<file path="src/tfps_pkg.sv">
// shared types, codes and default sizes for the transmit frame packet segmenter
`default_nettype none

package tfps_pkg;

    // default sizes
    localparam int RING_SLOTS_DEF      = 8;
    localparam int MAX_FRAME_BYTES_DEF = 512;
    localparam int PACKET_BYTES_DEF    = 64;

    // fixed field widths
    localparam int MODE_W    = 2;
    localparam int BYTE_W    = 8;
    localparam int TIME_W    = 32;
    localparam int TMO_W     = 16;
    localparam int SLOT_OUT_W = 3;
    localparam int OFFSET_W  = 9;
    localparam int LENGTH_W  = 7;
    localparam int STATUS_W  = 2;
    localparam int COUNT_W   = 32;

    localparam logic [TMO_W-1:0] BUSY_TIMEOUT_RESET = TMO_W'(100);

    // item kinds
    typedef enum logic [MODE_W-1:0] {
        MODE_BYTE       = 2'd0,
        MODE_DONE       = 2'd1,
        MODE_TICK       = 2'd2,
        MODE_LINK_RESET = 2'd3
    } mode_t;

    // frame write outcome
    typedef enum logic [STATUS_W-1:0] {
        WR_NONE     = 2'd0,
        WR_ACCEPTED = 2'd1,
        WR_TOO_LONG = 2'd2,
        WR_DROPPED  = 2'd3
    } wr_status_t;

endpackage

`default_nettype wire

</file>
<file path="src/tfps_ram.sv">
// generic single write port ram with registered read
`default_nettype none

module tfps_ram #(
    parameter int WIDTH = 8,
    parameter int DEPTH = 4096
) (
    input  wire logic                     clk,
    input  wire logic                     wr_en,
    input  wire logic [$clog2(DEPTH)-1:0] wr_addr,
    input  wire logic [WIDTH-1:0]         wr_data,
    input  wire logic [$clog2(DEPTH)-1:0] rd_addr,
    output logic      [WIDTH-1:0]         rd_data
);

    logic [WIDTH-1:0] mem [DEPTH];

    always_ff @(posedge clk)
    begin
        if (wr_en)
        begin
            mem[wr_addr] <= wr_data;
        end
        rd_data <= mem[rd_addr];
    end

endmodule

`default_nettype wire

</file>
<file path="src/tx_frame_packet_segmenter.sv">
// top level: usb bulk in transmit frame queue with packet segmentation and zlp
//
// input channel (in_valid/in_ready) carries one item per handshake: a frame
// byte, a transfer completion, a millisecond tick or a link reset, chosen by
// mode. each accepted item produces exactly one result item on the output
// channel (out_valid/out_ready): an optional packet descriptor (slot, offset,
// length), the frame write status, both event counters and the busy flag.
// an accepted item is held in the input register, worked in one
// combinational pass and then registered in the result register.
// throughput: one item per cycle while results are taken; the whole update
// is one pass from the input register to the result register, with the ring
// and frame length table updated on the same edge.
// when the receiver stalls the result register holds, the input register still
// takes one more item, and in_ready drops until the result is taken. busy_timeout_ms
// is written through cfg_wr_en/cfg_wr_data, by the user only while idle; unenforced.
// reset: ring empty, counters zero, timeout 100 ms, both registers empty.
// frame bytes land in the frame store ram (undefined until written); frame
// lengths live in a small per-slot table read at the ring head.
`default_nettype none

module tx_frame_packet_segmenter #(
    parameter int RING_SLOTS      = tfps_pkg::RING_SLOTS_DEF,
    parameter int MAX_FRAME_BYTES = tfps_pkg::MAX_FRAME_BYTES_DEF,
    parameter int PACKET_BYTES    = tfps_pkg::PACKET_BYTES_DEF
) (
    input  wire logic                            clk,
    input  wire logic                            rst_n,
    // configuration
    input  wire logic                            cfg_wr_en,
    input  wire logic [tfps_pkg::TMO_W-1:0]      cfg_wr_data,
    // input channel
    input  wire logic                            in_valid,
    output logic                                 in_ready,
    input  wire logic [tfps_pkg::MODE_W-1:0]     mode,
    input  wire logic [tfps_pkg::BYTE_W-1:0]     data_byte,
    input  wire logic                            frame_last,
    input  wire logic [tfps_pkg::TIME_W-1:0]     now_ms,
    input  wire logic                            endpoint_ready,
    // output channel
    output logic                                 out_valid,
    input  wire logic                            out_ready,
    output logic                                 send_valid,
    output logic [tfps_pkg::SLOT_OUT_W-1:0]      send_slot,
    output logic [tfps_pkg::OFFSET_W-1:0]        send_offset,
    output logic [tfps_pkg::LENGTH_W-1:0]        send_length,
    output logic [tfps_pkg::STATUS_W-1:0]        write_status,
    output logic [tfps_pkg::COUNT_W-1:0]         dropped_total,
    output logic [tfps_pkg::COUNT_W-1:0]         timeout_total,
    output logic                                 link_busy
);

    import tfps_pkg::*;

    localparam int SLOT_W  = $clog2(RING_SLOTS);
    localparam int LEN_W   = $clog2(MAX_FRAME_BYTES + 1);
    localparam int CHUNK_W = $clog2(PACKET_BYTES + 1);
    localparam int WIDE_W  = (LEN_W > CHUNK_W) ? LEN_W : CHUNK_W;
    localparam int DEPTH   = RING_SLOTS * MAX_FRAME_BYTES;
    localparam int ADDR_W  = $clog2(DEPTH);

    localparam logic [SLOT_W-1:0] LAST_SLOT   = SLOT_W'(RING_SLOTS - 1);
    localparam logic [LEN_W-1:0]  MAX_LEN     = LEN_W'(MAX_FRAME_BYTES);
    localparam logic [LEN_W-1:0]  MAX_INDEX   = LEN_W'(MAX_FRAME_BYTES - 1);
    localparam logic [WIDE_W-1:0] PACKET_WIDE = WIDE_W'(PACKET_BYTES);
    localparam logic [ADDR_W-1:0] SLOT_STRIDE = ADDR_W'(MAX_FRAME_BYTES);

    // input register
    logic              in_vld_reg, in_vld_next;
    mode_t             mode_reg;
    logic [BYTE_W-1:0] byte_reg;
    logic              last_reg;
    logic [TIME_W-1:0] now_reg;
    logic              ep_ready_reg;

    // result register
    logic                  out_vld_reg, out_vld_next;
    logic                  send_valid_reg, send_valid_next;
    logic [SLOT_OUT_W-1:0] send_slot_reg, send_slot_next;
    logic [OFFSET_W-1:0]   send_offset_reg, send_offset_next;
    logic [LENGTH_W-1:0]   send_length_reg, send_length_next;
    wr_status_t            status_reg, status_next;

    // queue state
    logic [TMO_W-1:0]   timeout_ms_reg;
    logic [SLOT_W-1:0]  head_reg, head_next;
    logic [SLOT_W-1:0]  tail_reg, tail_next;
    logic [LEN_W-1:0]   pos_reg, pos_next;
    logic               sent_all_reg, sent_all_next;   // pos equals head frame length
    logic               partial_reg, partial_next;     // a short packet was sent
    logic               zlp_reg, zlp_next;
    logic               busy_reg, busy_next;
    logic               armed_reg, armed_next;
    logic [TIME_W-1:0]  start_reg, start_next;
    logic [LEN_W-1:0]   gcount_reg, gcount_next;
    logic               gover_reg, gover_next;
    logic [COUNT_W-1:0] drop_reg, drop_next;
    logic [COUNT_W-1:0] tmo_cnt_reg, tmo_cnt_next;

    // per slot frame lengths, read at the head only
    logic [LEN_W-1:0] flen [RING_SLOTS];
    logic             flen_we;

    logic             advance;
    logic             store_we;
    logic [ADDR_W-1:0] store_waddr;
    logic [ADDR_W-1:0] store_raddr;
    logic [BYTE_W-1:0] store_rdata;

    logic [SLOT_W-1:0] tail_inc;
    logic [SLOT_W-1:0] head_inc;
    logic              try_send;
    logic [LEN_W-1:0]  head_len;
    logic [LEN_W-1:0]  remaining;
    logic [WIDE_W-1:0] chunk;
    logic [TIME_W-1:0] elapsed;
    logic [LEN_W-1:0]  read_index;

    // length of the frame closed by this byte
    function automatic logic [LEN_W-1:0] gcount_next_len(input logic [LEN_W-1:0] cnt);
        gcount_next_len = cnt + 1'b1;
    endfunction

    // handshake: the pass runs when the input register is full and the
    // result register is empty or being drained
    assign advance  = in_vld_reg && (!out_vld_reg || out_ready);
    assign in_ready = !in_vld_reg || advance;

    always_comb
    begin
        in_vld_next = in_vld_reg;
        if (in_valid && in_ready)
        begin
            in_vld_next = 1'b1;
        end
        else if (advance)
        begin
            in_vld_next = 1'b0;
        end

        out_vld_next = out_vld_reg;
        if (advance)
        begin
            out_vld_next = 1'b1;
        end
        else if (out_ready)
        begin
            out_vld_next = 1'b0;
        end
    end

    assign tail_inc = (tail_reg == LAST_SLOT) ? '0 : tail_reg + 1'b1;
    assign head_inc = (head_reg == LAST_SLOT) ? '0 : head_reg + 1'b1;
    assign elapsed  = now_reg - start_reg;

    // one pass over the item
    always_comb
    begin
        head_next     = head_reg;
        tail_next     = tail_reg;
        pos_next      = pos_reg;
        sent_all_next = sent_all_reg;
        partial_next  = partial_reg;
        zlp_next      = zlp_reg;
        busy_next     = busy_reg;
        armed_next    = armed_reg;
        start_next    = start_reg;
        gcount_next   = gcount_reg;
        gover_next    = gover_reg;
        drop_next     = drop_reg;
        tmo_cnt_next  = tmo_cnt_reg;
        status_next   = WR_NONE;
        flen_we       = 1'b0;
        store_we      = 1'b0;
        try_send      = 1'b0;

        unique case (mode_reg)
            MODE_BYTE:
            begin
                if (gcount_reg < MAX_LEN)
                begin
                    store_we    = 1'b1;
                    gcount_next = gcount_reg + 1'b1;
                end
                else
                begin
                    gover_next = 1'b1;
                end
                if (last_reg)
                begin
                    if (gover_next)
                    begin
                        status_next = WR_TOO_LONG;
                    end
                    else if (tail_inc == head_reg)
                    begin
                        status_next = WR_DROPPED;
                        drop_next   = drop_reg + 1'b1;
                    end
                    else
                    begin
                        flen_we     = 1'b1;
                        tail_next   = tail_inc;
                        status_next = WR_ACCEPTED;
                        try_send    = 1'b1;
                    end
                    gcount_next = '0;
                    gover_next  = 1'b0;
                end
            end
            MODE_DONE:
            begin
                busy_next = 1'b0;
                if (head_reg != tail_reg)
                begin
                    if (zlp_reg)
                    begin
                        zlp_next      = 1'b0;
                        head_next     = head_inc;
                        pos_next      = '0;
                        sent_all_next = 1'b0;
                        partial_next  = 1'b0;
                    end
                    else if (sent_all_reg)
                    begin
                        // a frame of whole packets owes a zero-length packet
                        if (!partial_reg)
                        begin
                            zlp_next = 1'b1;
                        end
                        else
                        begin
                            head_next     = head_inc;
                            pos_next      = '0;
                            sent_all_next = 1'b0;
                            partial_next  = 1'b0;
                        end
                    end
                    try_send = 1'b1;
                end
            end
            MODE_TICK:
            begin
                if (!busy_reg)
                begin
                    armed_next = 1'b0;
                end
                else if (!armed_reg)
                begin
                    armed_next = 1'b1;
                    start_next = now_reg;
                end
                else if (elapsed >= TIME_W'(timeout_ms_reg))
                begin
                    busy_next    = 1'b0;
                    armed_next   = 1'b0;
                    tmo_cnt_next = tmo_cnt_reg + 1'b1;
                    try_send     = 1'b1;
                end
            end
            MODE_LINK_RESET:
            begin
                head_next     = '0;
                tail_next     = '0;
                pos_next      = '0;
                sent_all_next = 1'b0;
                partial_next  = 1'b0;
                zlp_next      = 1'b0;
                busy_next     = 1'b0;
                armed_next    = 1'b0;
                start_next    = '0;
                gcount_next   = '0;
                gover_next    = 1'b0;
            end
        endcase

        // packet start from the (possibly advanced) head; a frame closed into
        // an empty ring is sent before its length reaches the table
        head_len = flen[head_next];
        if (flen_we && (head_next == tail_reg))
        begin
            head_len = gcount_next_len(gcount_reg);
        end
        remaining = (pos_next < head_len) ? head_len - pos_next : '0;
        chunk     = (WIDE_W'(remaining) < PACKET_WIDE) ? WIDE_W'(remaining) : PACKET_WIDE;

        send_valid_next  = 1'b0;
        send_slot_next   = '0;
        send_offset_next = '0;
        send_length_next = '0;
        if (try_send && !busy_next && (head_next != tail_next) && ep_ready_reg)
        begin
            busy_next        = 1'b1;
            send_valid_next  = 1'b1;
            send_slot_next   = SLOT_OUT_W'(head_next);
            send_offset_next = OFFSET_W'(pos_next);
            if (!zlp_next)
            begin
                send_length_next = LENGTH_W'(chunk);
                pos_next         = pos_next + LEN_W'(chunk);
                sent_all_next    = (WIDE_W'(remaining) == chunk);
                if ((remaining != '0) && (chunk != PACKET_WIDE))
                begin
                    partial_next = 1'b1;
                end
            end
        end
    end

    // frame store addressing
    assign read_index  = (pos_reg < MAX_LEN) ? pos_reg : MAX_INDEX;
    assign store_waddr = ADDR_W'(tail_reg) * SLOT_STRIDE + ADDR_W'(gcount_reg);
    assign store_raddr = ADDR_W'(head_reg) * SLOT_STRIDE + ADDR_W'(read_index);

    tfps_ram #(
        .WIDTH (BYTE_W),
        .DEPTH (DEPTH)
    ) u_frame_store (
        .clk     (clk),
        .wr_en   (advance && store_we),
        .wr_addr (store_waddr),
        .wr_data (byte_reg),
        .rd_addr (store_raddr),
        .rd_data (store_rdata)
    );

    // control registers
    always_ff @(posedge clk or negedge rst_n)
    begin
        if (!rst_n)
        begin
            in_vld_reg     <= 1'b0;
            out_vld_reg    <= 1'b0;
            timeout_ms_reg <= BUSY_TIMEOUT_RESET;
            head_reg       <= '0;
            tail_reg       <= '0;
            pos_reg        <= '0;
            sent_all_reg   <= 1'b0;
            partial_reg    <= 1'b0;
            zlp_reg        <= 1'b0;
            busy_reg       <= 1'b0;
            armed_reg      <= 1'b0;
            start_reg      <= '0;
            gcount_reg     <= '0;
            gover_reg      <= 1'b0;
            drop_reg       <= '0;
            tmo_cnt_reg    <= '0;
        end
        else
        begin
            in_vld_reg  <= in_vld_next;
            out_vld_reg <= out_vld_next;
            if (cfg_wr_en)
            begin
                timeout_ms_reg <= cfg_wr_data;
            end
            if (advance)
            begin
                head_reg     <= head_next;
                tail_reg     <= tail_next;
                pos_reg      <= pos_next;
                sent_all_reg <= sent_all_next;
                partial_reg  <= partial_next;
                zlp_reg      <= zlp_next;
                busy_reg     <= busy_next;
                armed_reg    <= armed_next;
                start_reg    <= start_next;
                gcount_reg   <= gcount_next;
                gover_reg    <= gover_next;
                drop_reg     <= drop_next;
                tmo_cnt_reg  <= tmo_cnt_next;
            end
        end
    end

    // payload registers
    always_ff @(posedge clk)
    begin
        if (in_valid && in_ready)
        begin
            mode_reg     <= mode_t'(mode);
            byte_reg     <= data_byte;
            last_reg     <= frame_last;
            now_reg      <= now_ms;
            ep_ready_reg <= endpoint_ready;
        end
        if (advance)
        begin
            send_valid_reg  <= send_valid_next;
            send_slot_reg   <= send_slot_next;
            send_offset_reg <= send_offset_next;
            send_length_reg <= send_length_next;
            status_reg      <= status_next;
        end
        if (advance && flen_we)
        begin
            flen[tail_reg] <= gcount_next_len(gcount_reg);
        end
    end

    assign out_valid     = out_vld_reg;
    assign send_valid    = send_valid_reg;
    assign send_slot     = send_slot_reg;
    assign send_offset   = send_offset_reg;
    assign send_length   = send_length_reg;
    assign write_status  = status_reg;
    assign dropped_total = drop_reg;
    assign timeout_total = tmo_cnt_reg;
    assign link_busy     = busy_reg;

endmodule

`default_nettype wire

</file>
<file path="config.mk">
export PLATFORM = sky130hd
export DESIGN_NAME = tx_frame_packet_segmenter
export DESIGN_NICKNAME = d
export VERILOG_FILES = /design/src/tfps_pkg.sv /design/src/tfps_ram.sv /design/src/tx_frame_packet_segmenter.sv
export SDC_FILE = /design/constraint.sdc
export NUM_CORES = 1
export LEC_CHECK = 0
export BUFFER_PORTS_ARGS = -buffer_cell sky130_fd_sc_hd__buf_2
export CORE_MARGIN = 2
export CORE_UTILIZATION = 54
export CTS_CLUSTER_SIZE = 40
export DETAILED_ROUTE_END_ITERATION = 10
export PLACE_DENSITY = 0.76
export SYNTH_ARGS = -nofsm -noshare
export SYNTH_HDL_FRONTEND = slang
export SYNTH_SLANG_ARGS = --single-unit
</file>
<file path="constraint.sdc">
create_clock -name clk -period 6.1 [get_ports clk]
set_input_delay 0.61 -clock clk [delete_from_list [all_inputs] [get_ports clk]]
set_output_delay 0.61 -clock clk [all_outputs]
set_load 0.02 [all_outputs]
</file>
=== After elaboration in Yosys (flattened, before gate mapping) ===
Memory sizes are Yosys's and may differ from the RTL's.
Index checks and enable logic that the tools add are counted.

* Add/subtract/negate cells: 8
* Multiply operators: 0
* Divide/modulo/power cells: 0
* Magnitude comparators: 4
* Eq/ne operators: 14
* Shift-type cells: 0
* Muxes and demuxes: 71
* Bitwise gates (word level): 4
* Reduce and logical (&&, ||, !) cells: 29

{| class="wikitable"
|+ Operators by type and width
! cell !! count
|-
| two-way mux 10 bit || 11
|-
| adder 32 x 1 -> 32 bit (second input constant) || 2
|-
| two-way mux 32 bit || 2
|-
| case mux 32 bit (2 select lines) || 1
|-
| case mux 10 bit (2 select lines) || 2
|-
| two-way mux 1 bit || 35
|-
| >= comparator 32 x 16 -> 1 bit || 1
|-
| subtractor 32 bit || 1
|-
| two-way mux 3 bit || 9
|-
| case mux 1 bit (2 select lines) || 6
|-
| case mux 3 bit (2 select lines) || 2
|-
| adder 10 x 1 -> 10 bit (second input constant) || 1
|-
| adder 10 bit || 1
|-
| == test 10 bit || 1
|-
| less-than comparator 10 bit || 1
|-
| less-than comparator 10 bit (second input constant) || 1
|-
| less-than comparator 10 x 7 -> 1 bit (second input constant) || 1
|-
| != test 10 x 7 -> 1 bit (second input constant) || 1
|-
| AND reduction 5 bit || 2
|-
| nonzero test 10 bit || 1
|-
| subtractor 10 bit || 1
|-
| logical AND 1 bit || 8
|-
| nonzero test 2 bit || 4
|-
| adder 3 x 1 -> 3 bit (second input constant) || 2
|-
| other kinds (18) || 33
|}

* Flip-flop bits (word level): 204
* Latch bits: 0
* RAM bits: 80
* Bits in read-only memories: 0
* Input bits: 65
* Logic and storage cells: 157
* Memories: 1

{| class="wikitable"
|+ Memories
! memory !! words !! bits a word !! read ports !! clocked after memory_dff !! wr ports !! line !! RTL
|-
| flen || 8 || 10 || 1 || 0 || 1 || tx_frame_packet_segmenter.sv:100 || <nowiki>logic [LEN_W-1:0] flen [RING_SLOTS];</nowiki>
|}

=== Depth between registers and ports, before layout ===
Gate-level depths: netlist of the first run.

* Word-level depth: 19
* Mapped depth: 31
* Depth with buffers taken out: 28

=== Worst setup path after synthesis of the first run ===
Ideal clock, no wire load.

* Path type: register to register
* Start point: register tail_reg[0]
* End point: register pos_reg[9]
* Library setup time: 0.131 ns
* Arrival: 6.122 ns
* Required time: 5.969 ns
* Setup slack: -0.154 ns
* Cell stages (with the launch flop): 32
* Buffers on the path: 4
* Clock period less this slack: 6.254 ns
* Cell sequence: dfrtp_1 -> buf_2 -> xor2_1 -> nor3_2 -> nor3b_4 -> nor2_1 -> a22oi_2 -> clkbuf_1 -> buf_1 -> nand2_1 -> nand3_1 -> a311oi_1 -> a21o_1 -> ha_1 -> inv_1 -> fa_1 -> a211oi_1 -> o211ai_1 -> o21ba_2 -> o31ai_1 -> nand4b_1 -> clkbuf_1 -> nor2_1 -> ha_1 -> a21oi_1 -> inv_1 -> a21oi_1 -> o311ai_0 -> o21ai_0 -> o2111ai_1 -> nand4_1 -> or3b_1

* Cells in the longest elaborated chain, start to end: 16
* Elaborated cells between the ends (all ways): 37
* Those cells by class: 3 x add/sub; 2 x order compare; 5 x eq/ne; 22 x mux; 4 x reduce/logical; 1 x memory

{| class="wikitable"
|+ Ends and longest elaborated chain
! element !! line !! RTL
|-
| start, declared || tx_frame_packet_segmenter.sv:86 || <nowiki>logic [SLOT_W-1:0] tail_reg, tail_next;</nowiki>
|-
| start signal, assigned || tx_frame_packet_segmenter.sv:359 || <nowiki>tail_reg <= tail_next;</nowiki>
|-
| adder 3 x 1 -> 3 bit / == test 3 bit (equally long branches) || tx_frame_packet_segmenter.sv:151 || <nowiki>assign tail_inc = (tail_reg == LAST_SLOT) ? '0 : tail_reg + 1'b1;</nowiki>
|-
| two-way mux 3 bit || tx_frame_packet_segmenter.sv:151 ||
|-
| == test 3 bit || tx_frame_packet_segmenter.sv:194 || <nowiki>else if (tail_inc == head_reg)</nowiki>
|-
| two-way mux 1 bit || tx_frame_packet_segmenter.sv:194 ||
|-
| two-way mux 1 bit || tx_frame_packet_segmenter.sv:190 || <nowiki>if (gover_next)</nowiki>
|-
| two-way mux 1 bit || tx_frame_packet_segmenter.sv:188 || <nowiki>if (last_reg)</nowiki>
|-
| two-way mux 1 bit || tx_frame_packet_segmenter.sv:176 || <nowiki>unique case (mode_reg)</nowiki>
|-
| logical AND 1 bit || tx_frame_packet_segmenter.sv:279 || <nowiki>if (flen_we && (head_next == tail_reg))</nowiki>
|-
| two-way mux 10 bit || tx_frame_packet_segmenter.sv:279 ||
|-
| subtractor 10 bit / less-than comparator 10 bit (equally long branches) || tx_frame_packet_segmenter.sv:283 || <nowiki>remaining = (pos_next < head_len) ? head_len - pos_next : '0;</nowiki>
|-
| two-way mux 10 bit * || tx_frame_packet_segmenter.sv:283 ||
|-
| less-than comparator 10 x 7 -> 1 bit || tx_frame_packet_segmenter.sv:284 || <nowiki>chunk = (WIDE_W'(remaining) < PACKET_WIDE) ? WIDE_W'(remaining) : PACKET_WIDE;</nowiki>
|-
| two-way mux 10 bit * || tx_frame_packet_segmenter.sv:284 ||
|-
| named net chunk[3] || tx_frame_packet_segmenter.sv:114 || <nowiki>logic [WIDE_W-1:0] chunk;</nowiki>
|-
| adder 10 bit * || tx_frame_packet_segmenter.sv:299 || <nowiki>pos_next = pos_next + LEN_W'(chunk);</nowiki>
|-
| two-way mux 10 bit * || tx_frame_packet_segmenter.sv:296 || <nowiki>if (!zlp_next)</nowiki>
|-
| two-way mux 10 bit * || tx_frame_packet_segmenter.sv:290 || <nowiki>if (try_send && !busy_next && (head_next != tail_next) && ep_ready_reg)</nowiki>
|-
| end signal, assigned || tx_frame_packet_segmenter.sv:360 || <nowiki>pos_reg <= pos_next;</nowiki>
|-
| end, declared || tx_frame_packet_segmenter.sv:87 || <nowiki>logic [LEN_W-1:0] pos_reg, pos_next;</nowiki>
|}

The timed path passes the listed nets; every way through them passes the cells marked *.
A chain may end at the register's enable or synchronous reset.

=== Final worst setup path of the first run ===
* Start point: register tail_reg[1]
* End point: register pos_reg[6]

* Cells in the longest elaborated chain, start to end: 16
* Elaborated cells between the ends (all ways): 37
* Those cells by class: 3 x add/sub; 2 x order compare; 5 x eq/ne; 22 x mux; 4 x reduce/logical; 1 x memory

{| class="wikitable"
|+ Ends and longest elaborated chain
! element !! line
|-
| adder 3 x 1 -> 3 bit / == test 3 bit (equally long branches) || tx_frame_packet_segmenter.sv:151
|-
| two-way mux 3 bit || tx_frame_packet_segmenter.sv:151
|-
| == test 3 bit || tx_frame_packet_segmenter.sv:194
|-
| two-way mux 1 bit || tx_frame_packet_segmenter.sv:194
|-
| two-way mux 1 bit || tx_frame_packet_segmenter.sv:190
|-
| two-way mux 1 bit || tx_frame_packet_segmenter.sv:188
|-
| two-way mux 1 bit || tx_frame_packet_segmenter.sv:176
|-
| logical AND 1 bit || tx_frame_packet_segmenter.sv:279
|-
| two-way mux 10 bit || tx_frame_packet_segmenter.sv:279
|-
| subtractor 10 bit / less-than comparator 10 bit (equally long branches) || tx_frame_packet_segmenter.sv:283
|-
| two-way mux 10 bit || tx_frame_packet_segmenter.sv:283
|-
| less-than comparator 10 x 7 -> 1 bit || tx_frame_packet_segmenter.sv:284
|-
| two-way mux 10 bit || tx_frame_packet_segmenter.sv:284
|-
| adder 10 bit || tx_frame_packet_segmenter.sv:299
|-
| two-way mux 10 bit || tx_frame_packet_segmenter.sv:296
|-
| two-way mux 10 bit * || tx_frame_packet_segmenter.sv:290
|}

Every way passes the cells marked *; elsewhere a longest branch is shown, timed or not.

==> results of run 1 <==
## through the flow
step	instance area (um^2)	setup WS, ps
6_report	18500	140
5_1_grt	18500	-77.7
4_1_cts	18300	49.9
3_5_place_dp	17300	-39.0
3_3_place_gp	17300	106
2_1_floorplan	15800	82.5
## layout by cell type, fill, tap and decap left out, types with 7 or more instances in the layout
cell and instances:
a211oi_1 10, a21o_1 22, a21oi_1 53, a22o_1 9, a311oi_1 11, a31oi_1 16, and2_1 13, and3_1 31
buf_2 144, buf_4 62, clkbuf_16 31, clkinv_2 9, dfrtp_1 143, edfxtp_1 138, ha_1 75, inv_1 97
mux2i_1 11, nand2_1 242, nand2b_1 43, nand3_1 71, nand4_1 18, nor2_1 82, nor3_1 20, nor4_1 11
o211ai_1 14, o21a_1 10, o21ai_0 93, o31ai_1 8, or2_2 7, or3_1 7, xnor2_1 54, xor2_1 55
## where the power goes
group	switching [mW]	internal [mW]
clock	0.789	1.06
combinational	1.12	0.761
sequential	0.0873	2.15
total	2.00	3.98
## layer usage
layer / track usage (%) / up-vias / wire, um
met3: 4.72 / 51 / 2650
met1: 33.0 / 5994 / 16400
met2: 38.5 / 386 / 17000
li1: - / 6013 / -
met5: 0 / - / 0
met4: 5.38 / 0 / 504
## cell type report
cell class	instances	share of cell area, %
Sequential cell	284	42.2
Multi-Input combinational cell	1136	40.8
Tap cell	384	2.60
Antenna cell	1	0.0135
Clock inverter	27	1.31
Timing Repair Buffer	212	6.88
Inverter	99	2.01
Clock buffer	31	4.20
## worst min path at each step
stage	start	endpoint
3_3_place_gp	timeout_total[31]$_DFFE_PN0P_	timeout_total[31]$_DFFE_PN0P_
4_1_cts	rst_n	timeout_ms_reg[4]$_DFFE_PN0P_
2_1_floorplan	rst_n	armed_reg$_DFFE_PN0P_
3_5_place_dp	timeout_total[31]$_DFFE_PN0P_	timeout_total[31]$_DFFE_PN0P_
5_1_grt	rst_n	timeout_ms_reg[3]$_DFFE_PN0P_
6_report	rst_n	timeout_ms_reg[12]$_DFFE_PN0P_
## cell families (layout without fill, tap and decap cells)
| group | after synthesis | in the layout |
|---|---|---|
| AOI/OAI and AO/OA | 342 | 342 |
| xor gates and xnor gates | 109 | 109 |
| adders and majority gates | 81 | 81 |
| buffers and inverters | 156 | 369 |
| DFF | 284 | 284 |
| muxes | 16 | 16 |
| other | 1 | 3 |
| and+or+nand+nor | 586 | 586 |
## timing repair
action	4_1_cts	5_1_grt
hold buffers	0	0
setup endpoints to repair	2	5
cloned	0	0
pin swaps	1	21
gates resized for setup	4	33
setup buffers	0	7
==> results.tsv, run 1 <==
metric	value	unit
status	completed	
hp-class	in -> async	
max_freq	168	MHz
synth_edf_count	138	
nets	1910	
fin_crit	5960	ps
yosysSeqAreaShare	49.5	%
syn_avg_cell_area	10.0	um^2
core	0.0287	mm^2
yosysTopAreaCell	edfxtp_1	
synth_most_common_cell	nand2_1	
critPathBufInv	6	
startpoint	tail_reg[1]$_DFFE_PN0P_	
drc	0	
synth_cells	1575	
gp_congestion	0.918	
synth_fa_ha_area_share	6.52	%
dieArea	0.0306	mm^2
whs	93.2	ps
area_growth	17.2	%
drt-initial-drc-count	1068	
synthArstFlopShare	51.4	%
worst_slew_pin_slew	1150	ps
rr_worst_depth	29	
slowest_stage	dfrtp_1	
rows	62	
cts_tree	done	
grt_max_degree	89	
yosysWarningCount	0	
critPathArrivalTime	6400	ps
largest_register_ffs	80	
grt_pass1_wl	60100	um
crit_top_cell	buf_4	
timing.final.hold_violations	0	
rsz0062_at_grt	true	
path_max_fanout	7	
insertion_delay	580	ps
synth_mux_area_share	1.06	%
portBuffers	145	
cts_buffer_depth	3	
synth.distinct_cells	89	
place_inst	2108	
yosys-top-cells-count	nand2_1, dfrtp_1, edfxtp_1, o21ai_0, inv_1	
cp_top_family	compound AO/OA/AOI/OAI gates	
finalClockSkew	10.9	ps
clk_pin_slew	60	ps
cts_max_level	1	
peakVddDrop	228	uV
wl_per_cell	16.8	um
worstPathRequired	6540	ps
max_cap_viol_count	0	
worstSetupPathType	reg -> reg	
setup_viol	0	
r2r-start	tail_reg[1]$_DFFE_PN0P_	
power	5.98	mW
start_kind	flop	
dr.pass1.iters	5	
synthFlopType	dfrtp_1	
track_usage	23.7	%
layout-drive-gt1-share	18.9	%
cp.depth	29	
synth_top_family_by_area	simple AND/OR/NAND/NOR gates	
synthXorXnorAreaFrac	6.05	%
antenna_found_initial	1	
end_kind	flop	
die_x	175	um
numCtsBuffers	31	
overflow	0	
slew_headroom	22.5	%
synth_simple_gate_area_share	17.9	%
wirelength	36600	um
powerDensity	323	mW/mm^2
initial_core_util	54.9	%
finalMaxSlewViolations	0	
die_h	175	um
grt_pass1_vias	12200	
num_vias	12400	
p_leak	8.32	nW
hpwl	25900	um
filler_cell_count	2254	
r2r_end	pos_reg[6]$_DFFE_PN0P_	
setup-tns-final	0	ps
netlist_area	0.0158	mm^2
root_buffer	clkbuf_16	
multi_input_area	0.00753	mm^2
ys_ff_latch	284	
reg2reg_slack	140	ps
via_per_inst	5.72	
synth_compound_area_share	15.1	%
clock_sinks	284	
post-route-util	64.4	%
period_share	97.7	%
io_pins	154	
regMostFlops	flen	
max_stage_delay	430	ps
layout.area.seq	0.00780	mm^2
yosysTopAreaCellShare	26.3	%
endpoint	pos_reg[6]$_DFFE_PN0P_	
synth.area.top_cells	edfxtp_1, dfrtp_1, ha_1	
ant_nets	0	
instances_no_fill	2174	
No activity file was read; power rests on OpenSTA's default activity.
==> run 2, diff against run 1 <==
Settings changed: CORE_MARGIN 2 to unset, GPL_ROUTABILITY_DRIVEN set to 0.
==> results.tsv, run 2 (synthesis results as in run 1) <==
metric	value	unit	change
max_freq	162	MHz	-3.6%
violations	negative setup slack		
layout-drive-gt1-share	19.8	%	+0.86 points
cts_tree	done		
critPathArrivalTime	6630	ps	+230 ps
cts_max_level	1		unchanged
antenna_found_initial	2		+1
finalClockSkew	12.0	ps	+1.09 ps
root_buffer	clkbuf_16		
power	5.96	mW	-0.30%
setup_viol	1		+1
powerDensity	319	mW/mm^2	-1.3%
end_kind	flop		
core	0.0287	mm^2	unchanged
dr.pass1.iters	7		+2
max_stage_delay	450	ps	+20 ps
p_leak	8.45	nW	+1.6%
endpoint	pos_reg[9]$_DFFE_PN0P_		
worstPathRequired	6550	ps	about the same
drt-initial-drc-count	918		-14%
hp-class	in -> async		
die_h	173	um	-1.1%
startpoint	head_reg[0]$_DFFE_PN0P_		
peakVddDrop	226	uV	-0.71%
area_growth	18.3	%	
r2r-start	head_reg[0]$_DFFE_PN0P_		
status	complete, but fails checks		
max_cap_viol_count	0		unchanged
r2r_end	pos_reg[9]$_DFFE_PN0P_		
fin_ws	-85.1	ps	-225 ps
start_kind	flop		
drc	0		unchanged
finalMaxSlewViolations	0		unchanged
grt_pass1_vias	12100		-1.4%
filler_cell_count	2238		-0.71%
largest_register_ffs	80		unchanged
path_max_fanout	6		-1
slew_headroom	21.9	%	-0.58 points
rr_worst_depth	31		+6.9%
regMostFlops	flen		
nets	1934		+1.3%
grt_pass1_wl	59900	um	-0.34%
ant_nets	0		unchanged
final_common_cell	nand2_1		
wirelength	37000	um	+1.0%
timing.final.hold_violations	0		unchanged
wl_per_cell	16.8	um	about the same
portBuffers	145		unchanged
period_share	101	%	+3.7 points
hpwl	25700	um	-0.73%
rsz0062_at_grt	true		
io_pins	154		unchanged
numCtsBuffers	30		-3.2%
clk_pin_slew	60	ps	about the same
die_x	173	um	-1.1%
num_vias	12800		+2.7%
mostFrequentLayoutCells	nand2_1, buf_2, dfrtp_1		
cts_buffer_depth	3		unchanged
insertion_delay	570	ps	about the same
slowest_stage	dfrtp_2		
reg2reg_slack	-90	ps	-230 ps
via_per_inst	5.82		+1.6%
cts-hold-fix-buffers	0		unchanged
worst_slew_pin_slew	1170	ps	+16.6 ps
dieArea	0.0299	mm^2	-2.3%
grt_max_degree	78		-12%
clock_sinks	284		unchanged
worstSetupPathType	reg -> reg		
initial_core_util	54.9	%	unchanged
overflow	0		unchanged
crit_top_cell	buf_4		
post-route-util	65.0	%	+0.64 points
antenna_cells	0		-1
fin_crit	6190	ps	+225 ps
track_usage	24.2	%	+0.51 points
rows	62		unchanged
-- run 2: where the power goes --
part / internal [mW] / switching [mW]
Sequential: 2.15 / 0.0848
Clock: 0.999 / 0.740
Combinational: 0.820 / 1.16
Total: 3.97 / 1.99
-- run 2: layer usage --
| metal | track usage [%] | up-vias | part of all wire, % | routed length, um |
|---|---|---|---|---|
| li1 | - | 6063 | - | - |
| met1 | 34.6 | 6142 | 45 | 16800 |
| met2 | 37.7 | 490 | 45 | 16600 |
| met3 | 4.53 | 77 | 7.3 | 2710 |
| met4 | 6.93 | 4 | 2.5 | 911 |
| met5 | 0 | - | 0.065 | 24 |
-- run 2: repair_timing --
| action | 4_1_cts | 5_1_grt |
|---|---|---|
| gates resized for setup | 12 | 33 |
| endpoints found under the hold margin | 0 | 0 |
| gates cloned | 0 | 1 |
| pin swaps | 8 | 33 |
| endpoints found under the setup margin | 5 | 5 |
| buffers inserted | 4 | 11 |
-- run 2: worst max-delay path, delay by kind of cell (launching register included) --
| kind | cells | cell delay, ps |
|---|---|---|
| AOI/OAI and AO/OA | 13 | 2310 |
| and+or+nand+nor | 8 | 1480 |
| adders and majority gates | 3 | 850 |
| buffers and inverters | 6 | 750 |
| DFF | 1 | 450 |
| xor gates and xnor gates | 1 | 210 |
-- run 2: worst min path at each step --
stage                                   from                            end  slack, ps  cells past startpoint
2_1_floorplan                          rst_n          armed_reg$_DFFE_PN0P_        310                      0
3_3_place_gp   timeout_total[31]$_DFFE_PN0P_  timeout_total[31]$_DFFE_PN0P_        450                      1
3_5_place_dp   timeout_total[31]$_DFFE_PN0P_  timeout_total[31]$_DFFE_PN0P_        460                      1
4_1_cts                                rst_n       start_reg[2]$_DFFE_PN0P_         80                      1
5_1_grt                                rst_n  timeout_ms_reg[8]$_DFFE_PN0P_        120                      1
6_report                               rst_n         pos_reg[6]$_DFFE_PN0P_         70                      1
-- run 2: final cells by class --
cell class | instances | area [um^2] | area share (%)
clock buffers | 37 | 787 | 4.22
clock inverters | 19 | 161 | 0.865
inverters | 99 | 372 | 1.99
multi-input cells | 1136 | 7550 | 40.5
flip-flops and latches | 284 | 7800 | 41.8
well taps | 384 | 480 | 2.57
repair buffers | 237 | 1500 | 8.06
-- run 2: stage by stage --
stage | TNS, ps | cell area (um^2) | hold WS, ps | std cells | setup WS [ps]
floorplan | 0 | 15800 | 314 | 1576 | 82.5
global placement | -31.2 | 17400 | 453 | 2124 | -31.2
detailed placement | -378 | 17400 | 456 | 2124 | -177
CTS | 0 | 18400 | 84.5 | 2184 | 9.41
global route | -871 | 18700 | 122 | 2196 | -365
finish | -85.1 | 18700 | 65.2 | 2196 | -85.1
